**src/sv/hall_encoder_commutation_top_defines.svh**
```systemverilog
// ----------------------------------------------------------------------------
// hall encoder commutation assertion macros
// shared property shapes for the checks at the end of the top level
// ----------------------------------------------------------------------------
`ifndef HALL_ENCODER_COMMUTATION_TOP_DEFINES_SVH
`define HALL_ENCODER_COMMUTATION_TOP_DEFINES_SVH

// same-cycle implication, disabled in reset
`define HEC_ASSERT_IMP(label, clk, rst_n, ante, cons, msg) \
    label: assert property (@(posedge clk) disable iff (!rst_n) (ante) |-> (cons)) \
        else $error(msg);

// next-cycle implication, disabled in reset
`define HEC_ASSERT_NXT(label, clk, rst_n, ante, cons, msg) \
    label: assert property (@(posedge clk) disable iff (!rst_n) (ante) |=> (cons)) \
        else $error(msg);

`endif

```
**src/sv/hec_pkg.sv**
```systemverilog
// ----------------------------------------------------------------------------
// hec_pkg
// shared types and codes of the hall encoder commutation block
// ----------------------------------------------------------------------------
package hec_pkg;

    // divider datapath widths
    localparam int DIV_NW = 48;
    localparam int DIV_DW = 40;
    localparam int DIV_CW = 6;

    typedef struct packed {
        logic              start;
        logic [DIV_CW-1:0] nbits;
        logic [DIV_NW-1:0] num;
        logic [DIV_DW-1:0] den;
    } t_div_req;

    typedef struct packed {
        logic              done;
        logic [DIV_NW-1:0] quot;
        logic [DIV_DW-1:0] rem;
    } t_div_rsp;

    // configuration register indexes
    localparam logic [2:0] REG_COMM_MODE   = 3'd0;
    localparam logic [2:0] REG_HALL_OFFSET = 3'd1;
    localparam logic [2:0] REG_CPR         = 3'd2;
    localparam logic [2:0] REG_POLE_PAIRS  = 3'd3;
    localparam logic [2:0] REG_CNT_TO_ANG  = 3'd4;
    localparam logic [2:0] REG_MAX_STEP    = 3'd5;
    localparam logic [2:0] REG_FAULT_EN    = 3'd6;

    // commutation modes
    localparam logic [2:0] MODE_OPEN    = 3'd0;
    localparam logic [2:0] MODE_HALL    = 3'd1;
    localparam logic [2:0] MODE_ENC     = 3'd2;
    localparam logic [2:0] MODE_ENC_RST = 3'd3;

    // hall status codes
    localparam logic [1:0] HS_NONE = 2'd0;
    localparam logic [1:0] HS_EDGE = 2'd1;
    localparam logic [1:0] HS_ERR  = 2'd2;

    // fault codes
    localparam logic [1:0] FC_NONE = 2'd0;
    localparam logic [1:0] FC_KEY  = 2'd1;
    localparam logic [1:0] FC_JUMP = 2'd2;
    localparam logic [1:0] FC_DEV  = 2'd3;

    localparam logic [2:0] BAD_SECTOR = 3'd7;

    function automatic logic [2:0] sector_of_key(input logic [2:0] key);
        logic [2:0] s;
        case (key)
            3'd1:    s = 3'd0;
            3'd2:    s = 3'd2;
            3'd3:    s = 3'd1;
            3'd4:    s = 3'd4;
            3'd5:    s = 3'd5;
            3'd6:    s = 3'd3;
            default: s = BAD_SECTOR;
        endcase
        return s;
    endfunction

endpackage

```
**src/sv/hec_if.sv**
```systemverilog
// ----------------------------------------------------------------------------
// hec_if
// item channels of the hall encoder commutation block
// ----------------------------------------------------------------------------
interface hec_in_if;
    logic               valid;
    logic               ready;
    logic [2:0]         hall_bits;
    logic signed [31:0] encoder_pos;
    logic [31:0]        edge_time;

    modport source (output valid, hall_bits, encoder_pos, edge_time, input ready);
    modport sink (input valid, hall_bits, encoder_pos, edge_time, output ready);
endinterface

interface hec_out_if;
    logic               valid;
    logic               ready;
    logic               ret_error;
    logic [1:0]         hall_status;
    logic [1:0]         fault_code;
    logic               fault_fatal;
    logic [15:0]        comm_angle;
    logic [15:0]        hall_angle_out;
    logic signed [25:0] hall_speed;
    logic [15:0]        status_word;
    logic [15:0]        hall_word;

    modport source (output valid, ret_error, hall_status, fault_code, fault_fatal,
                    comm_angle, hall_angle_out, hall_speed, status_word, hall_word,
                    input ready);
    modport sink (input valid, ret_error, hall_status, fault_code, fault_fatal,
                  comm_angle, hall_angle_out, hall_speed, status_word, hall_word,
                  output ready);
endinterface

```
**src/sv/hec_div.sv**
```systemverilog
// ----------------------------------------------------------------------------
// hec_div
// shared restoring divider, one quotient bit per cycle
// ----------------------------------------------------------------------------
module hec_div (
    input  logic              i_clk,
    input  logic              i_rst_n,
    input  hec_pkg::t_div_req i_req,
    output hec_pkg::t_div_rsp o_rsp
);
    import hec_pkg::*;

    logic              r_busy;
    logic              r_done;
    logic [DIV_CW-1:0] r_cnt;
    logic [DIV_NW-1:0] r_q;
    logic [DIV_DW-1:0] r_r;
    logic [DIV_DW-1:0] r_d;

    logic [DIV_DW:0]   w_part;
    logic [DIV_DW+1:0] w_diff;
    logic              w_ge;

    // numerator arrives left aligned, so the top bit is always the next one
    assign w_part = {r_r, r_q[DIV_NW-1]};
    assign w_diff = {1'b0, w_part} - {2'b00, r_d};
    assign w_ge   = !w_diff[DIV_DW+1];

    always_ff @(posedge i_clk) begin
        if (!i_rst_n) begin
            r_busy <= 1'b0;
            r_done <= 1'b0;
            r_cnt  <= '0;
        end else begin
            r_done <= r_busy && !i_req.start && (r_cnt == DIV_CW'(1));
            if (i_req.start) begin
                r_busy <= 1'b1;
                r_cnt  <= i_req.nbits;
            end else if (r_busy) begin
                r_cnt <= r_cnt - 1'b1;
                if (r_cnt == DIV_CW'(1)) begin
                    r_busy <= 1'b0;
                end
            end
        end
    end

    always_ff @(posedge i_clk) begin
        if (i_req.start) begin
            r_q <= i_req.num;
            r_r <= '0;
            r_d <= i_req.den;
        end else if (r_busy) begin
            r_q <= {r_q[DIV_NW-2:0], w_ge};
            r_r <= w_ge ? w_diff[DIV_DW-1:0] : w_part[DIV_DW-1:0];
        end
    end

    assign o_rsp.done = r_done;
    assign o_rsp.quot = r_q;
    assign o_rsp.rem  = r_r;

endmodule

```
**src/sv/hall_encoder_commutation_top.sv**
```systemverilog
// ----------------------------------------------------------------------------
// hall_encoder_commutation_top
// hall sector decode, edge speed, encoder wrap and alignment, rate limited
// commutation angle
// ----------------------------------------------------------------------------
//  channel | dir | handshake          | payload
//  i_in    | in  | valid/ready        | hall_bits, encoder_pos, edge_time
//  o_out   | out | valid/ready        | errors, angles, speed, status words
//  i_cfg_* | in  | write enable only  | register index and 32-bit data
//
//  an item is taken only in idle, and the next one only after the result
//  commits; most of the time goes to the shared divider: 34 steps for the
//  encoder wrap, 25 for the hall count and 48 for the speed quotient when
//  a hall edge needs a speed figure, one bit per cycle
//  reset is synchronous, active low, and loads the register defaults
//  a finished result sits in the output register; the next item may be
//  taken meanwhile and only its last step waits for the output to drain
// ----------------------------------------------------------------------------
module hall_encoder_commutation_top #(
    parameter int CLOCK_HZ     = 200000000,
    parameter int ANGLE_BITS   = 16,
    parameter int ENCODER_BITS = 32
) (
    input  logic        i_clk,
    input  logic        i_rst_n,
    hec_in_if.sink      i_in,
    hec_out_if.source   o_out,
    input  logic        i_cfg_we,
    input  logic [2:0]  i_cfg_idx,
    input  logic [31:0] i_cfg_data
);
    import hec_pkg::*;

    `include "hall_encoder_commutation_top_defines.svh"

    localparam int AB    = ANGLE_BITS;
    localparam int EB    = ENCODER_BITS;
    localparam int SH_DN = (AB > 16) ? AB - 16 : 0;
    localparam int SH_UP = (AB < 16) ? 16 - AB : 0;
    localparam int SW    = 34;   // wrapped count plus signed encoder step

    localparam logic [AB-1:0] HALF_SECTOR = AB'(((64'd1 << AB) + 64'd6) / 64'd12);
    localparam logic [AB-1:0] SA0 = AB'(((64'd0 << AB) + 64'd3) / 64'd6);
    localparam logic [AB-1:0] SA1 = AB'(((64'd1 << AB) + 64'd3) / 64'd6);
    localparam logic [AB-1:0] SA2 = AB'(((64'd2 << AB) + 64'd3) / 64'd6);
    localparam logic [AB-1:0] SA3 = AB'(((64'd3 << AB) + 64'd3) / 64'd6);
    localparam logic [AB-1:0] SA4 = AB'(((64'd4 << AB) + 64'd3) / 64'd6);
    localparam logic [AB-1:0] SA5 = AB'(((64'd5 << AB) + 64'd3) / 64'd6);
    localparam logic [31:0] DT_MAX = 32'(CLOCK_HZ / 20);
    localparam logic [31:0] MIN_DT = 32'(10 * (CLOCK_HZ / 1000000));
    localparam logic [DIV_NW-1:0] NUM2 = DIV_NW'(64'(CLOCK_HZ) * 64'd2048);
    localparam logic [AB-1:0] DEV8 = AB'(64'd1 << (AB - 3));
    localparam logic [39:0] DEV100 = 40'(64'd12 << AB);

    typedef enum logic [13:0] {
        S_IDLE  = 14'b00000000000001,
        S_HALL  = 14'b00000000000010,
        S_MODST = 14'b00000000000100,
        S_MODW  = 14'b00000000001000,
        S_E4ST  = 14'b00000000010000,
        S_E4W   = 14'b00000000100000,
        S_DENM  = 14'b00000001000000,
        S_SPST  = 14'b00000010000000,
        S_SPW   = 14'b00000100000000,
        S_EAH   = 14'b00001000000000,
        S_EAE   = 14'b00010000000000,
        S_MODE  = 14'b00100000000000,
        S_EAF   = 14'b01000000000000,
        S_LIM   = 14'b10000000000000
    } t_state;

    function automatic logic [AB-1:0] from16(input logic [15:0] x);
        logic [47:0] t;
        t = (48'(x) << SH_DN) >> SH_UP;
        return t[AB-1:0];
    endfunction

    function automatic logic [15:0] to16(input logic [AB-1:0] a);
        logic [47:0] t;
        t = (48'(a) << SH_UP) >> SH_DN;
        return t[15:0];
    endfunction

    function automatic logic [AB-1:0] sect_angle(input logic [2:0] s);
        logic [AB-1:0] a;
        case (s)
            3'd0:    a = SA0;
            3'd1:    a = SA1;
            3'd2:    a = SA2;
            3'd3:    a = SA3;
            3'd4:    a = SA4;
            3'd5:    a = SA5;
            default: a = '0;
        endcase
        return a;
    endfunction

    // magnitude of the wrapped angle difference
    function automatic logic [AB-1:0] adiff(input logic [AB-1:0] a, input logic [AB-1:0] b);
        logic [AB-1:0] d;
        d = a - b;
        return d[AB-1] ? AB'(-d) : d;
    endfunction

    // configuration registers
    logic [2:0]  r_comm_mode;
    logic [15:0] r_hall_offset;
    logic [24:0] r_cpr;
    logic [5:0]  r_pole_pairs;
    logic [31:0] r_cnt_to_ang;
    logic [15:0] r_max_step;
    logic        r_fault_en;

    // tracking state
    t_state             r_state;
    logic [2:0]         r_sector;
    logic [1:0]         r_hall_fault;
    logic               r_started;
    logic [2:0]         r_prev_key;
    logic [2:0]         r_prev2_key;
    logic [AB-1:0]      r_hall_angle;
    logic [31:0]        r_last_edge;
    logic [EB-1:0]      r_last_enc;
    logic [24:0]        r_wrapped;
    logic [AB-1:0]      r_angle_now;
    logic               r_aligned;
    logic [15:0]        r_status_hold;
    logic signed [25:0] r_speed;

    // per item working registers
    logic [2:0]          r_key;
    logic [EB-1:0]       r_enc_in;
    logic [31:0]         r_edge;
    logic [1:0]          r_stat;
    logic                r_spd_go;
    logic                r_dir_fwd;
    logic [31:0]         r_t;
    logic signed [SW-1:0] r_s;
    logic [24:0]         r_enc;
    logic [24:0]         r_e4h;
    logic [24:0]         r_encf;
    logic [AB-1:0]       r_ah;
    logic [AB-1:0]       r_ae;
    logic                r_err;
    logic                r_fatal;
    logic [1:0]          r_fcode;
    logic                r_mode_ok;
    logic [63:0]         r_prod;

    // output register
    logic               r_out_valid;
    logic               r_o_err;
    logic [1:0]         r_o_stat;
    logic [1:0]         r_o_fcode;
    logic               r_o_fatal;
    logic [15:0]        r_o_comm;
    logic [15:0]        r_o_hall;
    logic [25:0]        r_o_speed;
    logic [15:0]        r_o_status;
    logic [15:0]        r_o_hword;

    t_div_req w_div_req;
    t_div_rsp w_div_rsp;

    logic [24:0]    w_cpr_eff;
    logic [5:0]     w_pp_eff;
    logic           w_accept;
    logic           w_commit;
    logic [31:0]    w_mul_a;
    logic [31:0]    w_mul_b;
    logic [AB-1:0]  w_prod_ang;

    assign w_cpr_eff  = (r_cpr == '0) ? 25'd1 : r_cpr;
    assign w_pp_eff   = (r_pole_pairs == '0) ? 6'd1 : r_pole_pairs;
    assign w_accept   = i_in.valid && i_in.ready;
    assign w_commit   = (r_state == S_LIM) && (!r_out_valid || o_out.ready);
    assign w_prod_ang = r_prod[32-AB +: AB];   // count times turns per count

    assign i_in.ready = (r_state == S_IDLE);

    // ------------------------------------------------------------------
    // hall decode of the current key against the held sector
    // ------------------------------------------------------------------
    logic [2:0]  w_val;
    logic [2:0]  w_step;
    logic [31:0] w_dt;
    logic        w_fast;

    assign w_val = sector_of_key(r_key);
    always_comb begin
        if (r_sector > 3'd5) begin
            w_step = 3'd3;
        end else if (w_val >= r_sector) begin
            w_step = w_val - r_sector;
        end else begin
            w_step = 3'(4'(w_val) + 4'd6 - 4'(r_sector));
        end
    end
    assign w_dt   = r_edge - r_last_edge;
    assign w_fast = !($signed(w_dt) > $signed(DT_MAX)) && (r_key != r_prev2_key);

    // ------------------------------------------------------------------
    // encoder step, wrapped sum and its remainder fixup
    // ------------------------------------------------------------------
    logic [EB-1:0]       w_du;
    logic signed [SW-1:0] w_s;
    logic [SW-1:0]       w_s_abs;
    logic [24:0]         w_rem;
    logic [24:0]         w_enc_wrap;

    assign w_du    = r_enc_in - r_last_enc;
    assign w_s     = $signed(SW'(r_wrapped)) + $signed({{(SW-EB){w_du[EB-1]}}, w_du});
    assign w_s_abs = r_s[SW-1] ? SW'(-r_s) : SW'(r_s);
    assign w_rem   = w_div_rsp.rem[24:0];
    assign w_enc_wrap = (r_s[SW-1] && (w_rem != '0)) ? (w_cpr_eff - w_rem) : w_rem;

    // ------------------------------------------------------------------
    // mode logic on the encoder count, the hall count and their angles
    // ------------------------------------------------------------------
    logic [AB-1:0] w_dev;
    logic          w_dev12;
    logic          w_dev8;
    logic [24:0]   n_encf;
    logic          n_aligned;
    logic          n_err;
    logic          n_fatal;
    logic [1:0]    n_fcode;
    logic          n_mode_ok;

    assign w_dev   = adiff(r_ah, r_ae);
    assign w_dev12 = (40'(w_dev) * 40'd100) > DEV100;
    assign w_dev8  = w_dev > DEV8;

    always_comb begin
        n_encf    = r_enc;
        n_aligned = r_aligned;
        n_err     = 1'b0;
        n_fatal   = 1'b0;
        n_fcode   = r_hall_fault;
        n_mode_ok = 1'b1;
        case (r_comm_mode)
            MODE_OPEN: n_mode_ok = 1'b1;
            MODE_HALL: begin
                if (r_hall_fault == FC_NONE) begin
                    n_encf = r_e4h;
                end else begin
                    n_fatal = 1'b1;
                    n_err   = 1'b1;
                end
            end
            MODE_ENC: begin
                if (!r_aligned) begin
                    if (r_hall_fault == FC_NONE) begin
                        if (r_stat == HS_EDGE) begin
                            n_encf    = r_e4h;
                            n_aligned = 1'b1;
                        end
                    end else begin
                        n_fatal = 1'b1;
                        n_err   = 1'b1;
                    end
                end else if (w_dev12) begin
                    n_fcode = FC_DEV;
                    n_fatal = 1'b1;
                end
            end
            MODE_ENC_RST: begin
                if (r_hall_fault == FC_NONE) begin
                    if (r_stat == HS_EDGE) begin
                        n_aligned = 1'b1;
                        n_encf    = r_e4h;
                    end else begin
                        if (w_dev8) begin
                            n_aligned = 1'b0;
                        end
                        if (!(r_aligned && !w_dev8)) begin
                            n_encf = r_e4h;
                        end
                    end
                end else if (!r_aligned) begin
                    n_fatal = 1'b1;
                    n_err   = 1'b1;
                end
            end
            default: begin
                n_mode_ok = 1'b0;
                n_err     = 1'b1;
            end
        endcase
    end

    // ------------------------------------------------------------------
    // shared multiplier operand select, product registered every cycle
    // ------------------------------------------------------------------
    always_comb begin
        w_mul_a = '0;
        w_mul_b = r_cnt_to_ang;
        case (r_state)
            S_MODW, S_E4ST: begin
                w_mul_a = 32'(r_hall_angle);
                w_mul_b = 32'(w_cpr_eff);
            end
            S_DENM: begin
                w_mul_a = 32'(w_pp_eff) * 32'd6;
                w_mul_b = r_t;
            end
            S_EAH:   w_mul_a = 32'(r_e4h);
            S_EAE:   w_mul_a = 32'(r_enc);
            // final count angle must be ready on the first cycle of S_LIM
            S_EAF:   w_mul_a = 32'(n_encf);
            S_LIM:   w_mul_a = 32'(r_encf);
            default: w_mul_a = '0;
        endcase
    end

    always_ff @(posedge i_clk) begin
        r_prod <= 64'(w_mul_a) * 64'(w_mul_b);
    end

    // ------------------------------------------------------------------
    // divider requests
    // ------------------------------------------------------------------
    always_comb begin
        w_div_req       = '0;
        w_div_req.start = 1'b0;
        case (r_state)
            S_MODST: begin
                w_div_req.start = 1'b1;
                w_div_req.nbits = DIV_CW'(SW);
                w_div_req.num   = {w_s_abs, (DIV_NW-SW)'(0)};
                w_div_req.den   = DIV_DW'(w_cpr_eff);
            end
            S_E4ST: begin
                w_div_req.start = 1'b1;
                w_div_req.nbits = DIV_CW'(25);
                w_div_req.num   = {r_prod[AB +: 25], (DIV_NW-25)'(0)};
                w_div_req.den   = DIV_DW'(w_pp_eff);
            end
            S_SPST: begin
                w_div_req.start = 1'b1;
                w_div_req.nbits = DIV_CW'(DIV_NW);
                w_div_req.num   = NUM2 + DIV_NW'(r_prod[DIV_DW-2:0]);
                w_div_req.den   = {r_prod[DIV_DW-2:0], 1'b0};
            end
            default: w_div_req.start = 1'b0;
        endcase
    end

    hec_div u_div (
        .i_clk   (i_clk),
        .i_rst_n (i_rst_n),
        .i_req   (w_div_req),
        .o_rsp   (w_div_rsp)
    );

    // ------------------------------------------------------------------
    // rate limit toward the encoder angle
    // ------------------------------------------------------------------
    logic [AB-1:0]       w_d;
    logic signed [AB+1:0] w_ds;
    logic signed [AB+1:0] w_lim;
    logic signed [AB+1:0] w_dc;
    logic [AB-1:0]       n_angle_now;
    logic [15:0]         n_status;
    logic [15:0]         w_hword;

    assign w_d   = w_prod_ang - r_angle_now;
    assign w_ds  = $signed({{2{w_d[AB-1]}}, w_d});
    assign w_lim = $signed({2'b00, from16(r_max_step)});
    always_comb begin
        if (w_ds > w_lim) begin
            w_dc = w_lim;
        end else if (w_ds < -w_lim) begin
            w_dc = -w_lim;
        end else begin
            w_dc = w_ds;
        end
    end
    assign n_angle_now = (r_mode_ok && (r_comm_mode != MODE_OPEN))
                       ? r_angle_now + w_dc[AB-1:0] : r_angle_now;
    assign n_status = r_mode_ok
                    ? {r_stat == HS_EDGE, r_hall_fault != FC_NONE, r_err, r_aligned,
                       2'b00, n_angle_now[AB-1 -: 10]}
                    : r_status_hold;
    assign w_hword = {r_hall_angle[AB-1 -: 10], r_sector, r_key};

    // ------------------------------------------------------------------
    // configuration writes
    // ------------------------------------------------------------------
    always_ff @(posedge i_clk) begin
        if (!i_rst_n) begin
            r_comm_mode   <= MODE_OPEN;
            r_hall_offset <= '0;
            r_cpr         <= 25'd4096;
            r_pole_pairs  <= 6'd4;
            r_cnt_to_ang  <= 32'd4194304;
            r_max_step    <= 16'd2048;
            r_fault_en    <= 1'b0;
        end else if (i_cfg_we) begin
            unique case (i_cfg_idx)
                REG_COMM_MODE:   r_comm_mode   <= i_cfg_data[2:0];
                REG_HALL_OFFSET: r_hall_offset <= i_cfg_data[15:0];
                REG_CPR:         r_cpr         <= i_cfg_data[24:0];
                REG_POLE_PAIRS:  r_pole_pairs  <= i_cfg_data[5:0];
                REG_CNT_TO_ANG:  r_cnt_to_ang  <= i_cfg_data;
                REG_MAX_STEP:    r_max_step    <= i_cfg_data[15:0];
                REG_FAULT_EN:    r_fault_en    <= i_cfg_data[0];
                default: ;
            endcase
        end
    end

    // ------------------------------------------------------------------
    // sequencer and tracking state
    // ------------------------------------------------------------------
    always_ff @(posedge i_clk) begin
        if (!i_rst_n) begin
            r_state       <= S_IDLE;
            r_sector      <= BAD_SECTOR;
            r_hall_fault  <= FC_NONE;
            r_started     <= 1'b0;
            r_prev_key    <= '0;
            r_prev2_key   <= '0;
            r_hall_angle  <= '0;
            r_last_edge   <= '0;
            r_last_enc    <= '0;
            r_wrapped     <= '0;
            r_angle_now   <= '0;
            r_aligned     <= 1'b0;
            r_status_hold <= '0;
            r_speed       <= '0;
            r_out_valid   <= 1'b0;
        end else begin
            // a new result loads the output register, a taken one empties it
            if (w_commit) begin
                r_out_valid <= 1'b1;
            end else if (o_out.ready) begin
                r_out_valid <= 1'b0;
            end
            unique case (r_state)
                S_IDLE: begin
                    if (w_accept) begin
                        r_state <= S_HALL;
                    end
                end
                S_HALL: begin
                    r_sector   <= w_val;
                    r_last_enc <= r_enc_in;
                    r_state    <= S_MODST;
                    if (w_val == BAD_SECTOR) begin
                        r_hall_fault <= FC_KEY;
                        r_stat       <= HS_ERR;
                        r_spd_go     <= 1'b0;
                    end else if ((r_sector == w_val) || (r_hall_fault != FC_NONE)
                                 || !r_started) begin
                        r_hall_fault <= FC_NONE;
                        r_stat       <= HS_NONE;
                        r_spd_go     <= 1'b0;
                        r_hall_angle <= sect_angle(w_val) + from16(r_hall_offset);
                        if (!r_started) begin
                            r_started   <= 1'b1;
                            r_prev_key  <= r_key;
                            r_prev2_key <= r_key;
                        end
                    end else if ((w_step == 3'd1) || (w_step == 3'd5)) begin
                        // one sector move: half a sector toward the new one
                        r_hall_fault <= FC_NONE;
                        r_stat       <= HS_EDGE;
                        r_dir_fwd    <= (w_step == 3'd1);
                        r_hall_angle <= (w_step == 3'd1) ? r_hall_angle + HALF_SECTOR
                                                         : r_hall_angle - HALF_SECTOR;
                        r_last_edge  <= r_edge;
                        r_prev2_key  <= r_prev_key;
                        r_prev_key   <= r_key;
                        r_t          <= ($signed(w_dt) < $signed(MIN_DT)) ? MIN_DT : w_dt;
                        r_spd_go     <= w_fast;
                        if (!w_fast) begin
                            r_speed <= '0;
                        end
                    end else begin
                        r_hall_fault <= FC_JUMP;
                        r_stat       <= HS_ERR;
                        r_spd_go     <= 1'b0;
                    end
                end
                S_MODST: r_state <= S_MODW;
                S_MODW: begin
                    if (w_div_rsp.done) begin
                        r_enc   <= w_enc_wrap;
                        r_state <= S_E4ST;
                    end
                end
                S_E4ST: r_state <= S_E4W;
                S_E4W: begin
                    if (w_div_rsp.done) begin
                        r_e4h   <= w_div_rsp.quot[24:0];
                        r_state <= r_spd_go ? S_DENM : S_EAH;
                    end
                end
                S_DENM: r_state <= S_SPST;
                S_SPST: r_state <= S_SPW;
                S_SPW: begin
                    if (w_div_rsp.done) begin
                        r_speed <= r_dir_fwd ? $signed(w_div_rsp.quot[25:0])
                                             : -$signed(w_div_rsp.quot[25:0]);
                        r_state <= S_EAH;
                    end
                end
                S_EAH: r_state <= S_EAE;
                S_EAE: begin
                    r_ah    <= w_prod_ang;
                    r_state <= S_MODE;
                end
                S_MODE: begin
                    r_ae    <= w_prod_ang;
                    r_state <= S_EAF;
                end
                S_EAF: begin
                    r_encf    <= n_encf;
                    r_aligned <= n_aligned;
                    r_err     <= n_err;
                    r_fatal   <= n_fatal;
                    r_fcode   <= n_fcode;
                    r_mode_ok <= n_mode_ok;
                    r_state   <= S_LIM;
                end
                S_LIM: begin
                    if (w_commit) begin
                        r_angle_now   <= n_angle_now;
                        if (r_mode_ok) begin
                            r_wrapped <= r_encf;
                        end
                        r_status_hold <= n_status;
                        r_state       <= S_IDLE;
                    end
                end
                default: r_state <= S_IDLE;
            endcase
        end
    end

    // mode decisions need both hall and encoder angles; the deviation
    // uses the angles captured in S_EAE and S_MODE
    // (r_ah lands in S_EAE, r_ae in S_MODE, decisions are registered in S_EAF)

    // item capture and result payload
    always_ff @(posedge i_clk) begin
        if (w_accept) begin
            r_key    <= i_in.hall_bits;
            r_enc_in <= i_in.encoder_pos[EB-1:0];
            r_edge   <= i_in.edge_time;
        end
        if (r_state == S_HALL) begin
            r_s <= w_s;
        end
        if (w_commit) begin
            r_o_err    <= r_err;
            r_o_stat   <= r_stat;
            r_o_fcode  <= r_fcode;
            r_o_fatal  <= r_fatal && r_fault_en;
            r_o_comm   <= to16(n_angle_now);
            r_o_hall   <= to16(r_hall_angle);
            r_o_speed  <= r_speed;
            r_o_status <= n_status;
            r_o_hword  <= w_hword;
        end
    end

    assign o_out.valid          = r_out_valid;
    assign o_out.ret_error      = r_o_err;
    assign o_out.hall_status    = r_o_stat;
    assign o_out.fault_code     = r_o_fcode;
    assign o_out.fault_fatal    = r_o_fatal;
    assign o_out.comm_angle     = r_o_comm;
    assign o_out.hall_angle_out = r_o_hall;
    assign o_out.hall_speed     = $signed(r_o_speed);
    assign o_out.status_word    = r_o_status;
    assign o_out.hall_word      = r_o_hword;

    // ------------------------------------------------------------------
    // checks
    // ------------------------------------------------------------------
    `HEC_ASSERT_NXT(a_busy_after_take, i_clk, i_rst_n, w_accept, !i_in.ready,
        "input taken while an item is in flight")
    `HEC_ASSERT_IMP(a_wrap_in_range, i_clk, i_rst_n,
        (r_state == S_MODW) && w_div_rsp.done, w_div_rsp.rem < DIV_DW'(w_cpr_eff),
        "wrapped encoder remainder not below counts per turn")
    `HEC_ASSERT_IMP(a_hall_count_in_range, i_clk, i_rst_n,
        (r_state == S_E4W) && w_div_rsp.done, w_div_rsp.quot < DIV_NW'(w_cpr_eff),
        "hall encoder count not below counts per turn")
    `HEC_ASSERT_IMP(a_align_drop_mode, i_clk, i_rst_n, $fell(r_aligned),
        $past(r_comm_mode) == MODE_ENC_RST,
        "alignment dropped outside encoder with reset mode")

endmodule

```
**src/flat_wrapper.sv**
```systemverilog
// flat-port wrapper written by rule: the top's interface ports become plain ports
module hall_encoder_commutation_top_flat import hec_pkg::*;
#(
    parameter int CLOCK_HZ     = 200000000,
    parameter int ANGLE_BITS   = 16,
    parameter int ENCODER_BITS = 32
)
  (i_clk, i_rst_n, i_cfg_we, i_cfg_idx, i_cfg_data, i_in_valid, i_in_hall_bits, i_in_encoder_pos, i_in_edge_time, i_in_ready, o_out_valid, o_out_ret_error, o_out_hall_status, o_out_fault_code, o_out_fault_fatal, o_out_comm_angle, o_out_hall_angle_out, o_out_hall_speed, o_out_status_word, o_out_hall_word, o_out_ready);
  hec_in_if i_in_i ();
  hec_out_if o_out_i ();
  input  logic i_clk;
  input  logic i_rst_n;
  input  logic i_cfg_we;
  input  logic [2:0] i_cfg_idx;
  input  logic [31:0] i_cfg_data;
  input wire logic [$bits(i_in_i.valid)-1:0] i_in_valid;
  input wire logic [$bits(i_in_i.hall_bits)-1:0] i_in_hall_bits;
  input wire logic [$bits(i_in_i.encoder_pos)-1:0] i_in_encoder_pos;
  input wire logic [$bits(i_in_i.edge_time)-1:0] i_in_edge_time;
  output wire logic [$bits(i_in_i.ready)-1:0] i_in_ready;
  output wire logic [$bits(o_out_i.valid)-1:0] o_out_valid;
  output wire logic [$bits(o_out_i.ret_error)-1:0] o_out_ret_error;
  output wire logic [$bits(o_out_i.hall_status)-1:0] o_out_hall_status;
  output wire logic [$bits(o_out_i.fault_code)-1:0] o_out_fault_code;
  output wire logic [$bits(o_out_i.fault_fatal)-1:0] o_out_fault_fatal;
  output wire logic [$bits(o_out_i.comm_angle)-1:0] o_out_comm_angle;
  output wire logic [$bits(o_out_i.hall_angle_out)-1:0] o_out_hall_angle_out;
  output wire logic [$bits(o_out_i.hall_speed)-1:0] o_out_hall_speed;
  output wire logic [$bits(o_out_i.status_word)-1:0] o_out_status_word;
  output wire logic [$bits(o_out_i.hall_word)-1:0] o_out_hall_word;
  input wire logic [$bits(o_out_i.ready)-1:0] o_out_ready;
  assign i_in_i.valid = i_in_valid;
  assign i_in_i.hall_bits = i_in_hall_bits;
  assign i_in_i.encoder_pos = i_in_encoder_pos;
  assign i_in_i.edge_time = i_in_edge_time;
  assign i_in_ready = i_in_i.ready;
  assign o_out_valid = o_out_i.valid;
  assign o_out_ret_error = o_out_i.ret_error;
  assign o_out_hall_status = o_out_i.hall_status;
  assign o_out_fault_code = o_out_i.fault_code;
  assign o_out_fault_fatal = o_out_i.fault_fatal;
  assign o_out_comm_angle = o_out_i.comm_angle;
  assign o_out_hall_angle_out = o_out_i.hall_angle_out;
  assign o_out_hall_speed = o_out_i.hall_speed;
  assign o_out_status_word = o_out_i.status_word;
  assign o_out_hall_word = o_out_i.hall_word;
  assign o_out_i.ready = o_out_ready;
  hall_encoder_commutation_top #(.CLOCK_HZ(CLOCK_HZ), .ANGLE_BITS(ANGLE_BITS), .ENCODER_BITS(ENCODER_BITS)) u_core (.i_clk(i_clk), .i_rst_n(i_rst_n), .i_in(i_in_i), .o_out(o_out_i), .i_cfg_we(i_cfg_we), .i_cfg_idx(i_cfg_idx), .i_cfg_data(i_cfg_data));
endmodule
```
**config.mk**
```make
export PLATFORM = sky130hd
export DESIGN_NAME = hall_encoder_commutation_top_flat
export DESIGN_NICKNAME = d
export VERILOG_FILES = /design/src/sv/hec_pkg.sv /design/src/sv/hec_if.sv /design/src/sv/hec_div.sv /design/src/sv/hall_encoder_commutation_top.sv /design/src/flat_wrapper.sv
export VERILOG_INCLUDE_DIRS = /design/src /design/src/sv
export SDC_FILE = /design/constraint.sdc
export NUM_CORES = 2
export LEC_CHECK = 0
export BUFFER_PORTS_ARGS = -buffer_cell sky130_fd_sc_hd__buf_2
export CAP_MARGIN = 20
export CORE_AREA = 2 2 346 348
export DETAILED_ROUTE_END_ITERATION = 8
export DIE_AREA = 0 0 348 350
export HOLD_SLACK_MARGIN = 0.15
export PLACE_DENSITY = 0.78
export SYNTH_ARGS = -nofsm -noshare
export SYNTH_HDL_FRONTEND = slang
export SYNTH_SLANG_ARGS = --single-unit
```
**constraint.sdc**
```tcl
create_clock -name i_clk -period 11.98 [get_ports i_clk]
set_input_delay 2.396 -clock i_clk [delete_from_list [all_inputs] [get_ports i_clk]]
set_output_delay 2.396 -clock i_clk [all_outputs]
set_load 0.03 [all_outputs]
```
=== Word-level counts from Yosys, hierarchy flattened ===
Cells that the tools add are included.

* Shift-type cells: 0
* Bitwise gates (word level): 3
* Order comparisons: 8
* Divide/modulo/power cells: 0
* Eq/ne operators: 53
* Reduce and logical (&&, ||, !) cells: 60
* Multiplexer cells: 85
* Multipliers: 3
* Add/sub/neg operators: 20

{| class="wikitable"
|+ Operator list
! operator !! count
|-
| 94-bit one-hot mux with 3 select lines || 1
|-
| 25-bit two-way mux || 9
|-
| 14-bit one-hot mux with 14 select lines || 1
|-
| 16-bit two-way mux || 12
|-
| 26-bit two-way mux || 6
|-
| 25-bit one-hot mux with 6 select lines || 1
|-
| 48-bit two-way mux || 2
|-
| 16-bit one-hot mux with 5 select lines || 1
|-
| 25-bit one-hot mux with 3 select lines || 1
|-
| 14-bit two-way mux || 5
|-
| 32-bit one-hot mux with 2 select lines || 1
|-
| 32-bit subtractor || 2
|-
| 26-bit one-hot mux with 2 select lines || 1
|-
| 41-bit by 40-bit subtractor with 42-bit output || 1
|-
| 25-bit by 32-bit multiplier with 41-bit output || 1
|-
| 39-bit by 39-bit adder with 40-bit output (first input constant) || 1
|-
| 40-bit two-way mux || 1
|-
| 34-bit two-way mux || 1
|-
| 34-bit negation || 1
|-
| 26-bit by 32-bit adder with 33-bit output || 1
|-
| 16-bit adder || 2
|-
| 32-bit by 25-bit > comparator with 1-bit output (second input constant) || 1
|-
| 32-bit by 12-bit < comparator with 1-bit output (second input constant) || 1
|-
| 16-bit subtractor || 2
|-
| other kinds (69) || 176
|}

* RAM bits: 0
* Latch bits: 0
* Word-level logic and storage cells: 288
* Register bits after elaboration: 812
* Memories kept: 0
* ROM bits: 0
* Input port bits: 107

=== Longest topological paths before layout ===
* Depth after elaboration: 12
* Mapped depth: 60
* Depth with buffers taken out: 54

=== By module ===
A second synthesis with hierarchy kept.

* Cell total of the unflattened synthesis: 7833
* Area, all modules: 68937.4 um^2

{| class="wikitable"
|+ By module, submodules not included
! module !! instances !! sequential area each (um^2) !! area an instance (um^2) !! cells each
|-
| hall_encoder_commutation_top || 1 || 16656.0 || 61026.0 || 7037
|-
| hec_div || 1 || 3603.5 || 7911.3 || 796
|}

=== Least setup slack after synthesis ===
OpenSTA, ideal clock, no wires.

* Path type: reg2reg
* Start point: register u_core.r_ah[0]
* End point: register u_core.r_prod[40]
* Path buffers: 6
* Setup time: 0.072 ns
* Path slack: 0.376 ns
* Required time: 11.908 ns
* Arrival: 11.533 ns
* Stages on the path, launching flop included: 55
* Period minus slack after synthesis: 11.604 ns
* Cell sequence: edfxtp_1 inv_1 ha_1 inv_1 fa_1 a21o_1 a221oi_2 xor2_1 nand4_1 or2_2 o21ai_0 xor2_1 ha_1 nand4_1 nor2_1 nor3_1 mux2i_2 and2_1 [... 19 more ...] inv_1 fa_1 inv_1 ha_1 o21a_1 o21ai_0 nand2b_1 a21oi_1 nor3b_1 a21o_1 a21o_1 a21oi_1 o311ai_0 o41a_1 nand3_1 nand2_1 a31oi_1 xor2_1

* Word-level cells in the longest chain between the ends: 12

{| class="wikitable"
|+ Ends and longest elaborated chain
! element !! line !! RTL
|-
| start: declaration || hall_encoder_commutation_top.sv:142 || <nowiki>logic [AB-1:0] r_ah;</nowiki>
|-
| start signal: assignment || hall_encoder_commutation_top.sv:511 || <nowiki>r_ah <= w_prod_ang;</nowiki>
|-
| 16-bit subtractor * || hall_encoder_commutation_top.sv:101 || <nowiki>d = a - b;</nowiki>
|-
| 16-bit negation || hall_encoder_commutation_top.sv:102 || <nowiki>return d[AB-1] ? AB'(-d) : d;</nowiki>
|-
| 16-bit two-way mux * || hall_encoder_commutation_top.sv:102 ||
|-
| 16-bit by 14-bit > comparator with 1-bit output * || hall_encoder_commutation_top.sv:232 || <nowiki>assign w_dev8 = w_dev > DEV8;</nowiki>
|-
| 1-bit logical NOT * || hall_encoder_commutation_top.sv:276 || <nowiki>if (!(r_aligned && !w_dev8)) begin</nowiki>
|-
| 1-bit logical AND * || hall_encoder_commutation_top.sv:276 ||
|-
| 25-bit two-way mux * || hall_encoder_commutation_top.sv:276 ||
|-
| 25-bit two-way mux * || hall_encoder_commutation_top.sv:269 || <nowiki>if (r_stat == HS_EDGE) begin</nowiki>
|-
| 25-bit two-way mux * || hall_encoder_commutation_top.sv:268 || <nowiki>if (r_hall_fault == FC_NONE) begin</nowiki>
|-
| 25-bit one-hot mux with 3 select lines * || hall_encoder_commutation_top.sv:241 || <nowiki>case (r_comm_mode)</nowiki>
|-
| net u_core.n_encf[8] || hall_encoder_commutation_top.sv:223 || <nowiki>logic [24:0] n_encf;</nowiki>
|-
| 25-bit one-hot mux with 6 select lines * || hall_encoder_commutation_top.sv:298 || <nowiki>case (r_state)</nowiki>
|-
| 25-bit by 32-bit multiplier with 41-bit output * || hall_encoder_commutation_top.sv:317 || <nowiki>r_prod <= 64'(w_mul_a) * 64'(w_mul_b);</nowiki>
|-
| end signal: assignment || hall_encoder_commutation_top.sv:317 ||
|-
| end: declaration || hall_encoder_commutation_top.sv:148 || <nowiki>logic [63:0] r_prod;</nowiki>
|}

Mark *: on every way through the listed nets, which the timed path passes. The rest lies on a longest branch.
A chain may end at the register's enable or synchronous reset.

=== Worst setup path in the final report ===
* Start point: register u_core.r_ah[7]
* End point: register u_core.r_prod[40]

The elaborated chain is that of the path after synthesis.

==> impl_metrics.yaml <==
run_status:
  outcome: "complete, no violations"
global_routing:
  grt_start_max_net_pins: 134
  track_usage_pct: 36.8
  grt_pass1_vias: 56698
  grt_pass1_wl_um: 340000
  antenna_found_initial: 18
  overflow: 0
hold_path:
  min_to: "u_core.o_out.hall_speed[10]"
  hp-class: "reg2reg"
  min_path_cells: 0
  worstHoldStart: "u_core.r_speed[10]"
routing:
  first_pass_iters: 9
  ant_nets: 0
  vias_per_cell: 6.11
  num_vias: 58731
  wl_per_cell_um: 23.5
  drc: 0
  drtIter0Drc: 7114
  wirelength_um: 226000
synth:
  synth_mux_area_share_pct: 0.784
  synth_area_leaders: "edfxtp_1 (19%), fa_1 (17%), dfxtp_1 (11%)"
  yosys.area_share.simple_pct: 16.1
  ys_seq_area_share_pct: 29.7
  synth_edf_count: 422
  synthesis.nets: 9004
  synth.most_common_cell: "nand2_1"
  yosys_most_used_dff: "edfxtp_1"
  synth_adder_area_share_pct: 25.8
  synth_top_area_share_pct: 18.6
  synthesis.area_sq_um: 68200
  yosys.area_share.xor_xnor_pct: 4.60
  yosysWarnings: 0
  ys_types: 95
  ys_ff_latch: 801
  synthCells: 7845
  synth_top_family_by_area: "adder cells"
  synth_top_area_cell: "edfxtp_1"
  syn_area_per_cell_sq_um: 8.69
  synth_compound_area_share_pct: 14.5
  synth_common_cells: "nand2_1 (1197), inv_1 (1139), a21oi_1 (640), fa_1 (593), nor2_1 (586)"
  synthArstFlopShare_pct: 0
critical_path:
  r2r_cells: 44
  slowest_stage: "fa_1"
  reg2reg_from: "u_core.r_ah[7]"
  arrival_ns: 12.09
  end_kind: "flop"
  critPathRequiredTime_ns: 12.53
  rrSetupSlack_ns: 0.45
  r2r_end: "u_core.r_prod[40]"
  cp_slowest_stage_delay_ns: 0.64
  cp_max_fo: 17
  start_kind: "flop"
  cpMostUsedCell: "xnor2_1"
  criticalPathCategory: "reg2reg"
timing:
  fin_skew_ns: 0.0516
  fin_crit_ns: 11.53
  finalCritPeriodShare_pct: 96.3
  rsz0062_at_grt: "yes"
  finalHoldViolations: 0
  drv_slew: 0
  relSlewSlack_pct: 18.8
  fmax_mhz: 86.7
  final-setup-viol-count: 0
  worstMarginPinSlew_ns: 1.21
  setup_ws_ns: 0.447
clock_network:
  cts_buffer_depth: 3
  cts_sinks: 801
  cts_tree: "built"
  root_buffer: "clkbuf_16"
  clock_latency_ns: 0.71
  clk_pin_slew_ns: 0.06
  htreeDepth: 3
  hold_buffers: 0
  numCtsBuffers: 87
place:
  dp_slack_ns: -0.0263
  dp_hpwl_um: 175000
  dp.cells: 9436
  io_buffers: 204
  gp_congestion: 1.02
cells_and_area:
  fin_nets: 9160
  fillers: 9683
  area_delta_synth_final_pct: 9.74
  final_cells: 9617
  drive_gt1_share_pct: 8.84
power_and_ir_drop:
  ir_drop_mv: 0.169
  p_leak_nw: 32.7
  p_per_area_nw_per_um2: 106
floorplan:
  die_x_um: 348
  ioPinCount: 205
  rows: 126
  coreArea_sq_um: 118000
  start_util_pct: 57.9
  die_area_sq_um: 122000
  fp.dieH_um: 350
job:
  maxCapViolations: 0
## through the flow
step / power (mW) / area [sq um] / hold WS [ns] / utilization (%) / TNS, ns
after floorplan: 4.63 / 68200 / 0.400 / - / 0
after global placement: 5.08 / 71500 / 0.422 / 60.7 / 0
after detailed placement: 5.14 / 71600 / 0.429 / 60.8 / -0.0263
after CTS: 7.90 / 74500 / 0.444 / 63.3 / 0
after global routing: 8.27 / 74800 / 0.455 / 63.5 / -0.0588
final: 7.93 / 74800 / 0.441 / 63.5 / 0
## area by class of cell
cell class | instances | area, sq um | share of cell area, %
Multi-Input combinational cell | 5535 | 42500 | 56.8
Sequential cell | 801 | 20300 | 27.1
Inverter | 1143 | 4300 | 5.75
Timing Repair Buffer | 433 | 2880 | 3.85
Clock buffer | 113 | 2410 | 3.22
Tap cell | 1536 | 1920 | 2.57
Clock inverter | 50 | 531 | 0.709
Antenna cell | 6 | 15.0 | 0.0201
## repair_timing
action / 4_1_cts / 5_1_grt
pin swaps: 0 / 21
gates resized for setup: 1 / 53
buffers inserted: 0 / 9
endpoints found under the setup margin: 1 / 15
gates cloned: 0 / 1
## sequential cells by signal, indices dropped and copies added (netlist names), 26 cells and up
register and flops:
u_core.r_cnt_to_ang 32, u_core.r_edge 32, u_core.r_speed 26, u_core.u_div.r_d 40, u_core.r_last_edge 32, u_core.r_t 32, u_core.o_out.hall_speed 26, u_core.u_div.r_r 40
u_core.r_last_enc 32, u_core.r_prod 41, u_core.r_enc_in 32, u_core.u_div.r_q 48, u_core.r_s 33
## worst max-delay path: cells and delay by family, from the launching register on
kind / cells / cell delay (ns)
and+or+nand+nor: 8 / 1.45
AOI/OAI and AO/OA: 9 / 1.73
buffers and inverters: 7 / 1.17
DFF: 1 / 0.36
muxes: 2 / 0.73
adders and majority gates: 9 / 3.85
xor gates and xnor gates: 9 / 2.08
## where the power goes
group	internal [mW]	switching [mW]	total, mW
clock	1.55	1.23	2.78
combinational	0.743	1.14	1.88
sequential	3.06	0.203	3.27
## cell families after synthesis
| group | Yosys count |
|---|---|
| and+or+nand+nor | 2491 |
| buffers and inverters | 1510 |
| muxes | 52 |
| adders and majority gates | 1052 |
| AOI/OAI and AO/OA | 1583 |
| other | 1 |
| DFF | 801 |
| xor gates and xnor gates | 355 |
## routing by layer
| metal | vias up | GRT usage, % | routed length (um) |
|---|---|---|---|
| met4 | 16 | 19.5 | 14300 |
| met1 | 28276 | 49.7 | 88400 |
| met3 | 750 | 9.80 | 28400 |
| met2 | 3386 | 54.4 | 94600 |
| met5 | - | 0 | 116 |
| li1 | 26303 | - | - |
## layout by cell type, fill, tap and decap left out, drive strengths merged, types with 63 or more instances in the layout
cell | Yosys | final
a21o | 103 | 103
a21oi | 642 | 642
and2 | 87 | 88
and3 | 72 | 72
buf | 44 | 433
clkbuf | 323 | 113
dfxtp | 379 | 379
edfxtp | 422 | 422
fa | 593 | 593
ha | 459 | 459
inv | 1141 | 1154
nand2 | 1197 | 1197
nand3 | 96 | 96
nor2 | 588 | 588
nor3 | 140 | 140
o21ai | 290 | 290
o21bai | 63 | 63
xnor2 | 240 | 240
xor2 | 113 | 113
## how the worst max path moves through the flow
stage | startpoint | end | slack (ns) | cells after the start
after floorplan | u_core.r_ah[0] | u_core.r_prod[40] | 0.38 | 54
after global placement | u_core.r_ah[0] | u_core.r_prod[40] | 0.10 | 51
after detailed placement | u_core.r_ah[0] | u_core.r_prod[40] | -0.03 | 51
after CTS | u_core.r_ah[0] | u_core.r_prod[39] | 0.06 | 51
after global routing | u_core.r_ah[0] | u_core.r_prod[40] | -0.04 | 51
final | u_core.r_ah[7] | u_core.r_prod[40] | 0.45 | 44
Power figures use the tool's default switching activity.
